==> config.mk <==
export PLATFORM = sky130hd
export DESIGN_NAME = drive_and_sample_sequencer
export DESIGN_NICKNAME = d
export VERILOG_FILES = /design/src/hw/rtl/dss_pkg.sv /design/src/hw/rtl/dss_mag.sv /design/src/hw/rtl/drive_and_sample_sequencer.sv
export SDC_FILE = /design/constraint.sdc
export NUM_CORES = 2
export LEC_CHECK = 0
export ABC_AREA = 1
export BUFFER_PORTS_ARGS = -buffer_cell sky130_fd_sc_hd__buf_4
export CORE_MARGIN = 4
export CORE_UTILIZATION = 61
export CTS_BUF_LIST = sky130_fd_sc_hd__clkbuf_16
export CTS_CLUSTER_DIAMETER = 50
export CTS_CLUSTER_SIZE = 30
export DETAILED_ROUTE_END_ITERATION = 8
export GPL_TIMING_DRIVEN = 1
export PLACE_DENSITY = 0.81
export SYNTH_ARGS = -nofsm -noshare
export SYNTH_HDL_FRONTEND = slang
export SYNTH_SLANG_ARGS = --single-unit
==> constraint.sdc <==
create_clock -name clk_i -period 10.9 [get_ports clk_i]
set_input_delay 0.545 -clock clk_i [delete_from_list [all_inputs] [get_ports clk_i]]
set_output_delay 0.545 -clock clk_i [all_outputs]
set_load 0.03 [all_outputs]
==> src/hw/rtl/dss_pkg.sv <==
`default_nettype none
package dss_pkg;

  localparam int unsigned AxisW    = 16;
  localparam int unsigned StepW    = 24;
  localparam int unsigned TravelW  = 40;
  localparam int unsigned MagW     = 18;
  localparam int unsigned SumW     = 32;
  localparam int unsigned CntW     = 16;
  localparam int unsigned CfgIdxW  = 4;
  localparam int unsigned CfgDataW = 40;

  // decel rule: last * 4 < peak
  localparam int unsigned QuarterShift = 2;

  localparam logic [CntW-1:0]    CntMax       = '1;
  localparam logic [TravelW-1:0] TravelMax    = '1;
  localparam logic [CntW-1:0]    MinSamplesRst = CntW'(1);
  localparam logic [CntW-1:0]    MaxTicksRst   = '1;

  typedef enum logic [CfgIdxW-1:0] {
    CFG_DRIVE_COMMAND = 4'd0,
    CFG_TARE_X        = 4'd1,
    CFG_TARE_Y        = 4'd2,
    CFG_TARE_Z        = 4'd3,
    CFG_MAX_TRAVEL    = 4'd4,
    CFG_MIN_TRAVEL    = 4'd5,
    CFG_MIN_SAMPLES   = 4'd6,
    CFG_MAX_TICKS     = 4'd7
  } cfg_index_e;

  typedef struct packed {
    logic                    start_run;
    logic                    motion_valid;
    logic signed [StepW-1:0] travel_step_um;
    logic                    sample_valid;
    logic [AxisW-1:0]        sample_id;
    logic signed [AxisW-1:0] raw_x;
    logic signed [AxisW-1:0] raw_y;
    logic signed [AxisW-1:0] raw_z;
    logic signed [AxisW-1:0] accel_x_mg;
    logic signed [AxisW-1:0] accel_y_mg;
    logic signed [AxisW-1:0] accel_z_mg;
  } in_item_t;

  typedef struct packed {
    logic signed [AxisW-1:0] x;
    logic signed [AxisW-1:0] y;
    logic signed [AxisW-1:0] z;
  } axes_t;

endpackage
`default_nettype wire

==> src/hw/rtl/dss_mag.sv <==
`default_nettype none
module dss_mag (
  input  dss_pkg::axes_t             accel_i,
  input  dss_pkg::axes_t             tare_i,
  output logic [dss_pkg::MagW-1:0]   mag_o
);
  import dss_pkg::*;

  function automatic logic [AxisW-1:0] abs_diff(logic signed [AxisW-1:0] a,
                                                 logic signed [AxisW-1:0] b);
    logic signed [AxisW:0] d;
    logic [AxisW:0]        m;
    d = {a[AxisW-1], a} - {b[AxisW-1], b};
    m = d[AxisW] ? (AxisW+1)'(-d) : d;
    return m[AxisW-1:0];
  endfunction

  logic [AxisW-1:0] dx, dy, dz;

  assign dx = abs_diff(accel_i.x, tare_i.x);
  assign dy = abs_diff(accel_i.y, tare_i.y);
  assign dz = abs_diff(accel_i.z, tare_i.z);

  assign mag_o = MagW'(dx) + MagW'(dy) + MagW'(dz);

endmodule
`default_nettype wire

==> src/hw/rtl/drive_and_sample_sequencer.sv <==
`default_nettype none
// Drive-and-sample sequencer: one input beat per control tick, one result beat
// per input beat.
// Channels: in_* carries the tick (start pulse, encoder step, accelerometer
// sample), out_* carries the run status, motor command and running totals,
// cfg_* writes the configuration registers by index (cfg_ready_o is always
// high; indexes past the list are ignored). Write configuration only while
// no tick is in flight.
// A tick accepted goes into the input register; its result is registered in
// the result register, which drives out_*, once that register is free.
// Throughput: one tick per cycle while the receiver does not stall; the whole
// tick update (40-bit travel add, three-axis magnitude, peak and stop
// compares) sits between the input register and the result register.
// Reset clears run state and loads register defaults; the first tick after
// reset starts a run and writes drive_command to the motors (zero if it stops).
// When the receiver stalls, the result register holds; the input register
// still takes one more beat, then in_ready_o drops until out_ready_i returns.
module drive_and_sample_sequencer (
  input  logic                             clk_i,
  input  logic                             rst_ni,

  input  logic                             cfg_valid_i,
  output logic                             cfg_ready_o,
  input  logic [dss_pkg::CfgIdxW-1:0]      cfg_index_i,
  input  logic [dss_pkg::CfgDataW-1:0]     cfg_data_i,

  input  logic                             in_valid_i,
  output logic                             in_ready_o,
  input  logic                             start_run_i,
  input  logic                             motion_valid_i,
  input  logic signed [dss_pkg::StepW-1:0] travel_step_um_i,
  input  logic                             sample_valid_i,
  input  logic [dss_pkg::AxisW-1:0]        sample_id_i,
  input  logic signed [dss_pkg::AxisW-1:0] raw_x_i,
  input  logic signed [dss_pkg::AxisW-1:0] raw_y_i,
  input  logic signed [dss_pkg::AxisW-1:0] raw_z_i,
  input  logic signed [dss_pkg::AxisW-1:0] accel_x_mg_i,
  input  logic signed [dss_pkg::AxisW-1:0] accel_y_mg_i,
  input  logic signed [dss_pkg::AxisW-1:0] accel_z_mg_i,

  output logic                             out_valid_o,
  input  logic                             out_ready_i,
  output logic                             run_finished_o,
  output logic                             run_failed_o,
  output logic                             motor_write_o,
  output logic signed [dss_pkg::AxisW-1:0] motor_value_o,
  output logic [dss_pkg::CntW-1:0]         samples_taken_o,
  output logic [dss_pkg::TravelW-1:0]      travel_total_um_o,
  output logic [dss_pkg::MagW-1:0]         last_magnitude_o,
  output logic [dss_pkg::MagW-1:0]         peak_magnitude_o,
  output logic signed [dss_pkg::SumW-1:0]  sum_x_o,
  output logic signed [dss_pkg::SumW-1:0]  sum_y_o,
  output logic signed [dss_pkg::SumW-1:0]  sum_z_o
);
  import dss_pkg::*;

  // configuration
  logic signed [AxisW-1:0] drive_cmd_q;
  axes_t                   tare_q;
  logic [TravelW-1:0]      max_travel_q, min_travel_q;
  logic [CntW-1:0]         min_samples_q, max_ticks_q;
  cfg_index_e              cfg_idx;

  assign cfg_ready_o = 1'b1;
  assign cfg_idx     = cfg_index_e'(cfg_index_i);

  always_ff @(posedge clk_i or negedge rst_ni) begin
    if (!rst_ni) begin
      drive_cmd_q   <= '0;
      tare_q        <= '0;
      max_travel_q  <= '0;
      min_travel_q  <= '0;
      min_samples_q <= MinSamplesRst;
      max_ticks_q   <= MaxTicksRst;
    end else if (cfg_valid_i) begin
      unique case (cfg_idx)
        CFG_DRIVE_COMMAND: drive_cmd_q   <= cfg_data_i[AxisW-1:0];
        CFG_TARE_X:        tare_q.x      <= cfg_data_i[AxisW-1:0];
        CFG_TARE_Y:        tare_q.y      <= cfg_data_i[AxisW-1:0];
        CFG_TARE_Z:        tare_q.z      <= cfg_data_i[AxisW-1:0];
        CFG_MAX_TRAVEL:    max_travel_q  <= cfg_data_i[TravelW-1:0];
        CFG_MIN_TRAVEL:    min_travel_q  <= cfg_data_i[TravelW-1:0];
        CFG_MIN_SAMPLES:   min_samples_q <= cfg_data_i[CntW-1:0];
        CFG_MAX_TICKS:     max_ticks_q   <= cfg_data_i[CntW-1:0];
        default: ;
      endcase
    end
  end

  // input register
  logic     in_vld_q, out_vld_q, out_free, advance;
  in_item_t in_q;

  assign out_free   = ~out_vld_q | out_ready_i;
  assign advance    = in_vld_q & out_free;
  assign in_ready_o = ~in_vld_q | out_free;

  always_ff @(posedge clk_i or negedge rst_ni) begin
    if (!rst_ni) begin
      in_vld_q <= 1'b0;
    end else if (in_ready_o) begin
      in_vld_q <= in_valid_i;
    end
  end

  always_ff @(posedge clk_i) begin
    if (in_valid_i && in_ready_o) begin
      in_q <= {start_run_i, motion_valid_i, travel_step_um_i, sample_valid_i,
               sample_id_i, raw_x_i, raw_y_i, raw_z_i,
               accel_x_mg_i, accel_y_mg_i, accel_z_mg_i};
    end
  end

  // run state
  logic                   fin_q, failed_q, cmd_sent_q, have_id_q;
  logic [CntW-1:0]        tick_q, count_q;
  logic [AxisW-1:0]       last_id_q;
  logic [TravelW-1:0]     travel_q;
  logic signed [SumW-1:0] sum_x_q, sum_y_q, sum_z_q;
  logic [MagW-1:0]        last_mag_q, peak_mag_q;

  logic                   fin_d, failed_d, cmd_sent_d, have_id_d;
  logic [CntW-1:0]        tick_d, count_d;
  logic [AxisW-1:0]       last_id_d;
  logic [TravelW-1:0]     travel_d;
  logic signed [SumW-1:0] sum_x_d, sum_y_d, sum_z_d;
  logic [MagW-1:0]        last_mag_d, peak_mag_d;

  logic                    mwrite, active, clr, cmd_b, fin_b, take, stop;
  logic                    tick_limit, decel;
  logic signed [AxisW-1:0] mvalue;
  logic [StepW-1:0]        step_abs;
  logic [TravelW:0]        travel_sum;
  logic [MagW-1:0]         mag;
  logic [MagW+QuarterShift-1:0] last_x4;

  dss_mag u_mag (
    .accel_i ({in_q.accel_x_mg, in_q.accel_y_mg, in_q.accel_z_mg}),
    .tare_i  (tare_q),
    .mag_o   (mag)
  );

  always_comb begin
    fin_b  = fin_q & ~in_q.start_run;
    cmd_b  = cmd_sent_q & ~in_q.start_run;
    active = ~fin_b;
    // values are cleared on a start pulse and on the first tick of a run
    clr    = in_q.start_run | ~cmd_sent_q;

    tick_d = in_q.start_run ? '0 : tick_q;
    if (active && tick_d != CntMax) tick_d = tick_d + CntW'(1);

    travel_d   = clr ? '0 : travel_q;
    sum_x_d    = clr ? '0 : sum_x_q;
    sum_y_d    = clr ? '0 : sum_y_q;
    sum_z_d    = clr ? '0 : sum_z_q;
    last_id_d  = clr ? '0 : last_id_q;
    have_id_d  = clr ? 1'b0 : have_id_q;
    count_d    = clr ? '0 : count_q;
    last_mag_d = clr ? '0 : last_mag_q;
    peak_mag_d = clr ? '0 : peak_mag_q;

    step_abs   = in_q.travel_step_um[StepW-1] ? StepW'(-in_q.travel_step_um)
                                              : StepW'(in_q.travel_step_um);
    travel_sum = {1'b0, travel_d} + (TravelW+1)'(step_abs);
    if (active && in_q.motion_valid) begin
      travel_d = travel_sum[TravelW] ? TravelMax : travel_sum[TravelW-1:0];
    end

    take = active & in_q.sample_valid &
           ~(have_id_d & (last_id_d == in_q.sample_id));
    if (take) begin
      sum_x_d    = sum_x_d + SumW'(in_q.raw_x);
      sum_y_d    = sum_y_d + SumW'(in_q.raw_y);
      sum_z_d    = sum_z_d + SumW'(in_q.raw_z);
      last_id_d  = in_q.sample_id;
      have_id_d  = 1'b1;
      if (count_d != CntMax) count_d = count_d + CntW'(1);
      last_mag_d = mag;
      if (mag > peak_mag_d) peak_mag_d = mag;
    end

    tick_limit = tick_d >= max_ticks_q;
    last_x4    = {last_mag_d, QuarterShift'(0)};
    priority if (travel_d >= max_travel_q)  decel = 1'b1;
    else if (travel_d < min_travel_q)       decel = 1'b0;
    else if (count_d < min_samples_q)       decel = 1'b0;
    else if (peak_mag_d == '0)              decel = 1'b0;
    else decel = last_x4 < (MagW+QuarterShift)'(peak_mag_d);

    stop       = active & (tick_limit | decel);
    fin_d      = fin_b | stop;
    failed_d   = (failed_q & ~in_q.start_run) |
                 (stop & (tick_limit | (count_d < min_samples_q)));
    cmd_sent_d = cmd_b | active;

    // zero command wins when a run starts and stops on one tick
    mwrite = active & (~cmd_b | stop);
    mvalue = (active & ~cmd_b & ~stop) ? drive_cmd_q : '0;
  end

  always_ff @(posedge clk_i or negedge rst_ni) begin
    if (!rst_ni) begin
      fin_q      <= 1'b0;
      failed_q   <= 1'b0;
      cmd_sent_q <= 1'b0;
      have_id_q  <= 1'b0;
      tick_q     <= '0;
      count_q    <= '0;
      last_id_q  <= '0;
      travel_q   <= '0;
      sum_x_q    <= '0;
      sum_y_q    <= '0;
      sum_z_q    <= '0;
      last_mag_q <= '0;
      peak_mag_q <= '0;
    end else if (advance) begin
      fin_q      <= fin_d;
      failed_q   <= failed_d;
      cmd_sent_q <= cmd_sent_d;
      have_id_q  <= have_id_d;
      tick_q     <= tick_d;
      count_q    <= count_d;
      last_id_q  <= last_id_d;
      travel_q   <= travel_d;
      sum_x_q    <= sum_x_d;
      sum_y_q    <= sum_y_d;
      sum_z_q    <= sum_z_d;
      last_mag_q <= last_mag_d;
      peak_mag_q <= peak_mag_d;
    end
  end

  // result register
  always_ff @(posedge clk_i or negedge rst_ni) begin
    if (!rst_ni) begin
      out_vld_q <= 1'b0;
    end else if (out_free) begin
      out_vld_q <= in_vld_q;
    end
  end

  always_ff @(posedge clk_i) begin
    if (advance) begin
      run_finished_o    <= fin_d;
      run_failed_o      <= failed_d;
      motor_write_o     <= mwrite;
      motor_value_o     <= mvalue;
      samples_taken_o   <= count_d;
      travel_total_um_o <= travel_d;
      last_magnitude_o  <= last_mag_d;
      peak_magnitude_o  <= peak_mag_d;
      sum_x_o           <= sum_x_d;
      sum_y_o           <= sum_y_d;
      sum_z_o           <= sum_z_d;
    end
  end

  assign out_valid_o = out_vld_q;

endmodule
`default_nettype wire

# --- Word-level counts from Yosys, hierarchy flattened ---
# Cells that the tools add are included.
classes:
  addsub: 15
  order_cmp: 6
  eq_ne: 10
  n_mux: 31
  bitwise: 29
  n_reduce_logical: 13
op_table:
  columns: ["op", "count"]
  rows:
  - ["2-to-1 mux 32 bit", 6]
  - ["2-to-1 mux 16 bit", 10]
  - ["2-to-1 mux 40 bit", 3]
  - ["adder 32 x 16 -> 32 bit", 3]
  - ["2-to-1 mux 18 bit", 5]
  - ["subtractor 16 x 16 -> 17 bit", 3]
  - ["negation 16 bit", 3]
  - ["adder 40 x 24 -> 41 bit", 1]
  - [">= comparator 40 bit", 1]
  - ["less-than comparator 40 bit", 1]
  - ["adder 16 x 1 -> 16 bit (second input constant)", 2]
  - ["!= test 16 bit (second input constant)", 2]
  - ["2-to-1 mux 24 bit", 1]
  - ["negation 24 bit", 1]
  - ["less-than comparator 20 x 18 -> 1 bit", 1]
  - ["adder 18 x 16 -> 18 bit", 1]
  - ["> comparator 18 bit", 1]
  - ["zero test 18 bit", 1]
  - ["adder 16 x 16 -> 17 bit", 1]
  - ["== test 16 bit", 1]
  - ["== test 4 x 3 -> 1 bit (second input constant)", 4]
  - [">= comparator 16 bit", 1]
  - ["less-than comparator 16 bit", 1]
  - ["AND reduction 2 bit", 8]
  - ["8 further kinds", 42]
totals:
  regBits: 748
  inputBits: 188
  output_inout_bits: 210
  wordCells: 149

# --- Longest topological paths before layout ---
logic_depth:
  depth_word: 17
  mapped_depth: 69
  ltp_nobuf: 67

# --- By module ---
# Synthesis repeated with hierarchy kept, for this count alone.
hier_totals:
  cells_unflattened: 5473
  hier_area_um2: 45147.0
modules_own_cells:
  columns: ["module", "instances", "cells_each", "area_per_inst_um2", "seq_area_each_um2"]
  rows:
  - ["drive_and_sample_sequencer", 1, 4504, 39863.2, 20470.9]
  - ["dss_mag", 1, 969, 5283.8, 0.0]

# --- Worst setup path before layout ---
# No wires, ideal clock.
synth_path:
  path_type: "register to register"
  startpoint: "reg tare_q[16] (netlist name)"
  endpoint: "reg motor_value_o[10] (netlist name) (data pin)"
  setup_ps: 252
  t_arrival_ps: 8498
  required_time_ps: 10648
  slack_ps: 2150
  stages_incl_launch_ff: 58
  n_path_buf: 3
  synth_period_minus_slack_ps: 8750
  path_cell_list: "dfrtp_1 -> ha_1 -> fa_1 -> inv_1 -> a21oi_1 -> o21ai_0 -> nand2_1 -> nand2_1 -> a21oi_1 -> o21bai_1 -> a21boi_0 -> o21ai_0 -> nand2_1 -> nand2_1 -> o21ai_0 -> o21ai_0 -> inv_1 -> clkbuf_1 -> [22 not listed] -> nand2_8 -> buf_6 -> nand2_1 -> o21a_2 -> ha_1 -> a21oi_1 -> nor2_1 -> a211oi_1 -> o211ai_1 -> inv_2 -> nand2_1 -> nor2_1 -> nand3_2 -> nand2_2 -> nand2_2 -> nand3_4 -> buf_12 -> nor2_4"
synth_via:
  elab_chain_len: 17
  word_cells_on_any_way: 19
  classes_between: "4 x add/sub; 2 x order compare; 8 x mux; 4 x bitwise; 1 x reduce/logical"
synth_lines:
  columns: ["item", "line_no", "text"]
  rows:
  - ["from (decl)", "drive_and_sample_sequencer.sv:59", "axes_t tare_q;"]
  - ["subtractor 16 x 16 -> 17 bit *", "dss_mag.sv:13", "d = {a[AxisW-1], a} - {b[AxisW-1], b};"]
  - ["negation 16 bit", "dss_mag.sv:14", "m = d[AxisW] ? (AxisW+1)'(-d) : d;"]
  - ["2-to-1 mux 16 bit *", "dss_mag.sv:14", null]
  - ["adder 16 x 16 -> 17 bit *", "dss_mag.sv:24", "assign mag_o = MagW'(dx) + MagW'(dy) + MagW'(dz);"]
  - ["adder 18 x 16 -> 18 bit *", "dss_mag.sv:24", null]
  - ["> comparator 18 bit", "drive_and_sample_sequencer.sv:180", "if (mag > peak_mag_d) peak_mag_d = mag;"]
  - ["2-to-1 mux 18 bit", "drive_and_sample_sequencer.sv:180", null]
  - ["2-to-1 mux 18 bit", "drive_and_sample_sequencer.sv:172", "if (take) begin"]
  - ["less-than comparator 20 x 18 -> 1 bit or zero test 18 bit (tied branches)", "drive_and_sample_sequencer.sv:189, drive_and_sample_sequencer.sv:188", null]
  - ["2-to-1 mux 1 bit *", "drive_and_sample_sequencer.sv:188", "else if (peak_mag_d == '0) decel = 1'b0;"]
  - ["2-to-1 mux 1 bit *", "drive_and_sample_sequencer.sv:187", "else if (count_d < min_samples_q) decel = 1'b0;"]
  - ["2-to-1 mux 1 bit *", "drive_and_sample_sequencer.sv:186", "else if (travel_d < min_travel_q) decel = 1'b0;"]
  - ["2-to-1 mux 1 bit *", "drive_and_sample_sequencer.sv:185", "priority if (travel_d >= max_travel_q) decel = 1'b1;"]
  - ["OR 1 bit *", "drive_and_sample_sequencer.sv:191", "stop = active & (tick_limit | decel);"]
  - ["bitwise AND 1 bit *", "drive_and_sample_sequencer.sv:191", null]
  - ["inverter 1 bit *", "drive_and_sample_sequencer.sv:199", "mvalue = (active & ~cmd_b & ~stop) ? drive_cmd_q : '0;"]
  - ["bitwise AND 1 bit *", "drive_and_sample_sequencer.sv:199", null]
  - ["to (signal assigned)", "drive_and_sample_sequencer.sv:248", "motor_value_o <= mvalue;"]
  - ["to (decl)", "drive_and_sample_sequencer.sv:46", "output logic signed [dss_pkg::AxisW-1:0] motor_value_o,"]
# Every way passes the cells marked *; elsewhere a longest branch is shown, timed or not.
# A chain may end at the register's enable or synchronous reset.

# --- Worst setup path after layout ---
layout_path:
  startpoint: "reg tare_q[16] (netlist name)"
  endpoint: "reg motor_value_o[6] (netlist name) (data pin)"
layout_via:
  elab_chain_len: 17
  word_cells_on_any_way: 19
  classes_between: "4 x add/sub; 2 x order compare; 8 x mux; 4 x bitwise; 1 x reduce/logical"
layout_lines:
  columns: ["item", "line_no", "text"]
  rows:
  - ["subtractor 16 x 16 -> 17 bit *", "dss_mag.sv:13", null]
  - ["negation 16 bit", "dss_mag.sv:14", null]
  - ["2-to-1 mux 16 bit *", "dss_mag.sv:14", null]
  - ["adder 16 x 16 -> 17 bit *", "dss_mag.sv:24", null]
  - ["adder 18 x 16 -> 18 bit *", "dss_mag.sv:24", null]
  - ["> comparator 18 bit", "drive_and_sample_sequencer.sv:180", null]
  - ["2-to-1 mux 18 bit *", "drive_and_sample_sequencer.sv:180", null]
  - ["2-to-1 mux 18 bit *", "drive_and_sample_sequencer.sv:172", null]
  - ["named net peak_mag_d[5]", "drive_and_sample_sequencer.sv:127", "logic [MagW-1:0] last_mag_d, peak_mag_d;"]
  - ["[1 not listed]", null, null]
  - ["2-to-1 mux 1 bit *", "drive_and_sample_sequencer.sv:188", null]
  - ["2-to-1 mux 1 bit *", "drive_and_sample_sequencer.sv:187", null]
  - ["2-to-1 mux 1 bit *", "drive_and_sample_sequencer.sv:186", null]
  - ["2-to-1 mux 1 bit *", "drive_and_sample_sequencer.sv:185", null]
  - ["OR 1 bit *", "drive_and_sample_sequencer.sv:191", null]
  - ["bitwise AND 1 bit *", "drive_and_sample_sequencer.sv:191", null]
  - ["inverter 1 bit *", "drive_and_sample_sequencer.sv:199", null]
  - ["bitwise AND 1 bit *", "drive_and_sample_sequencer.sv:199", null]
# Mark *: on every way through the listed nets, which the timed path passes. The rest lies on a longest branch.

==> results.yml <==
global_routing:
  grt-ovfl-total: 0
  antenna_found_initial: 8
  track_usage_pct: 30.12
  first_global_vias: 35750
  grt_pass1_wl_um: 187700
  grt_max_degree: 214
floorplan:
  core_area_mm2: 0.07185
  die_w_um: 277.8
  row_count: 98
  die_area_mm2: 0.07715
  ioPinCount: 398
  die_h_um: 277.8
  initial_core_util_pct: 61.78
cts:
  cts_buffer_depth: 3
  htreeDepth: 3
  worstSkewPairLatency_ns: 0.67
  clk_pin_slew_worst_paths_ns: 0.08
  cts_root_buffer: "clkbuf_16"
  tritoncts: "done"
  numCtsBuffers: 83
  cts.sinks: 748
routing:
  wl_um: 119100
  ant_nets: 0
  viasPerCell: 5.596
  drc: 0
  wl_per_cell_um: 17.99
  drt_first_pass_iters: 6
  routed-wl-met3_um: 8287
  wl_met2_um: 56150
  drt_iter0_drc: 2944
  top_layer_used: "met4"
  wl_met1_um: 48320
  num_vias: 37040
worst_setup_path:
  critical_path.max_stage_delay_ns: 0.60
  worst_setup_path_end_kind: "flip-flop"
  cp.arrival_ns: 10.49
  required_ns: 11.32
  crit_fanout: 27
  worst_path_max_delay_cell: "or4_1"
  path_class: "flip-flop to flip-flop"
  cp-start-kind: "flip-flop"
  cpMostUsedCell: "nand2_1"
layout:
  layout_commonest_cell: "nand2_1"
  seq_area_mm2: 0.02047
  final_nets: 6137
  layout_common_cells: "nand2_1 (1160), inv_1 (749), o21ai_0 (560)"
  area_growth_pct: 15.49
  fill_cells: 5537
  drive_gt1_share_pct: 11.49
  multi_input_area_mm2: 0.02047
logic_synthesis:
  synth-seq-cells: 748
  synthFlopType: "dfrtp_1"
  synthArstFlopShare_pct: 53.74
  synth_top_family_by_area: "simple AND/OR/NAND/NOR gates"
  netlist_instances: 5240
  avgSynthCellArea_um2: 8.471
  synth_edf_count: 346
  synthMuxAreaShare_pct: 0.04510
  syn_area_mm2: 0.04439
  synth_compound_area_share_pct: 13.15
  synthDistinctLibCells: 73
  yosys.area_share.xor_xnor_pct: 4.952
  yosys_warnings: 0
  synth_fa_ha_area_share_pct: 10.16
  yosysSeqAreaShare_pct: 46.12
  yosys.area_share.simple_pct: 17.69
  synth_nets: 5783
run_status:
  outcome: "complete, no violations"
timing:
  max_clock_freq_mhz: 99.28
  timing.final.crit_share_pct: 92.41
  fin_worst_skew_ns: 0.04436
  fin_crit_ns: 10.07
  grt_setup_unrepaired: "no"
  slew_headroom_pct: 16.86
  hold_violations: 0
  maxSlewViolCount: 0
  worst_slew_pin_slew_ns: 1.242
  setup_violations: 0
  finalSetupTns_ns: 0
placement:
  gp_congestion: 0.9191
  hpwl_um: 85310
  port_buffers: 396
hold_path:
  hold_path.class: "input pin to flip-flop"
job:
  maxCapViolCount: 0
cell usage after synthesis, drive strengths merged (3+ instances only):
library cell  count  area, µm²
o22a              6      52.55
a31oi            26      162.7
or2               8      50.05
o31ai            12      95.09
buf              43      235.2
o22ai             3      18.77
clkinv            3      12.51
nand4            55      344.1
nand3b           12      90.09
fa                9      180.2
a2bb2oi           9      78.83
a21boi           19      142.6
nor4             16      112.6
o21bai           25      187.7
a221oi            3      26.28
nand2          1167       4414
nand3           152      788.3
o21ai           593       2987
o211ai           12      90.09
o311ai            3      26.28
edfxtp          346      10390
inv             754       2830
a21oi           302       1515
xnor2            97      849.6
dfstp            17      446.7
nor3             49      250.2
ha              346       4329
xor2            154       1349
nor2            435       1749
dfrtp           385       9634
o21a             16      121.4
clkbuf          111      416.7
a21o             17      127.6
a211oi           14      105.1
cell families (layout without fill, tap and decap cells):
kind of cell,count (synthesis),in the layout
other,1,6
AND/OR/NAND/NOR,1901,1901
buffers and inverters,911,1336
XOR/XNOR,251,251
AO/OA/AOI/OAI,1071,1071
multiplexers,2,2
flip-flops,748,748
adder cells (fa/ha/maj),355,355
timing repair:
| item | CTS | global route |
|---|---|---|
| endpoints found under the hold margin | 32 | 0 |
| hold buffers | 1 | 0 |
| endpoints found under the setup margin | 0 | 20 |
| buffers inserted | 0 | 5 |
| gates resized for setup | 0 | 8 |
worst max-delay path: cells and delay by family (launching register included):
kind | cells | cell delay, ns
flip-flops | 1 | 0.38
buffers and inverters | 8 | 0.75
XOR/XNOR | 3 | 0.62
AO/OA/AOI/OAI | 18 | 3.13
AND/OR/NAND/NOR | 24 | 2.99
adder cells (fa/ha/maj) | 6 | 1.94
per-layer routing:
metal	GRT usage, %	vias to the layer above
met5	0	-
met4	14.45	0
met3	4.679	311
met2	49.58	1324
met1	39.27	17400
li1	-	18010
cell type report:
type | instances | area share, %
Multi-Input combinational cell | 3581 | 39.94
Sequential cell | 748 | 39.93
Timing Repair Buffer | 423 | 6.287
Clock buffer | 83 | 4.051
Tap cell | 950 | 2.319
Clock inverter | 73 | 1.882
Inverter | 757 | 5.569
Antenna cell | 5 | 0.02441
flip-flops by register name (all words and copies together) (netlist names), 18 cells and up:
register	flops
peak_magnitude_o	18
sum_z_q	32
travel_total_um_o	40
in_q	139
min_travel_q	40
travel_q	40
sum_y_q	32
peak_mag_q	18
max_travel_q	40
sum_z_o	32
sum_y_o	32
sum_x_o	32
tare_q	48
last_mag_q	18
sum_x_q	32
last_magnitude_o	18
per-stage QoR:
| step | hold WS, ns | instances | worst slack, ns | util [%] | area (µm²) |
|---|---|---|---|---|---|
| 2_1_floorplan | 0.2494 | 5240 | 2.150 | - | 44390 |
| 5_1_grt | 0.01615 | 6618 | 0.04693 | 71.34 | 51260 |
| 6_report | 0.04555 | 6620 | 0.8276 | 71.35 | 51270 |
| 3_5_place_dp | 0.4657 | 6453 | 0.4862 | 67.00 | 48140 |
| 3_3_place_gp | 0.4622 | 6453 | 0.7697 | 67.00 | 48140 |
| 4_1_cts | 0.005828 | 6610 | 0.4313 | 71.25 | 51200 |
final timing paths:
check	startpoint	endpoint	slack (ns)	cells past startpoint
max	tare_q[16]$_DFFE_PN0P_	motor_value_o[6]$_SDFFCE_PN0P_	0.83	59
min	raw_z_i[0]	in_q[48]$_DFFE_PP_	0.05	1
max reg2reg	tare_q[16]$_DFFE_PN0P_	motor_value_o[6]$_SDFFCE_PN0P_	0.83	59
min reg2reg	sum_x_q[25]$_DFFE_PN0P_	sum_x_q[25]$_DFFE_PN0P_	0.48	2
max in group asynchronous	rst_ni	sum_x_q[22]$_DFFE_PN0P_	8.07	4
min in group asynchronous	rst_ni	peak_mag_q[4]$_DFFE_PN0P_	0.51	2
Power is left out: the tool's default activity adds up to more than one toggle a clock period on the data nets, which glitch-free logic cannot reach.
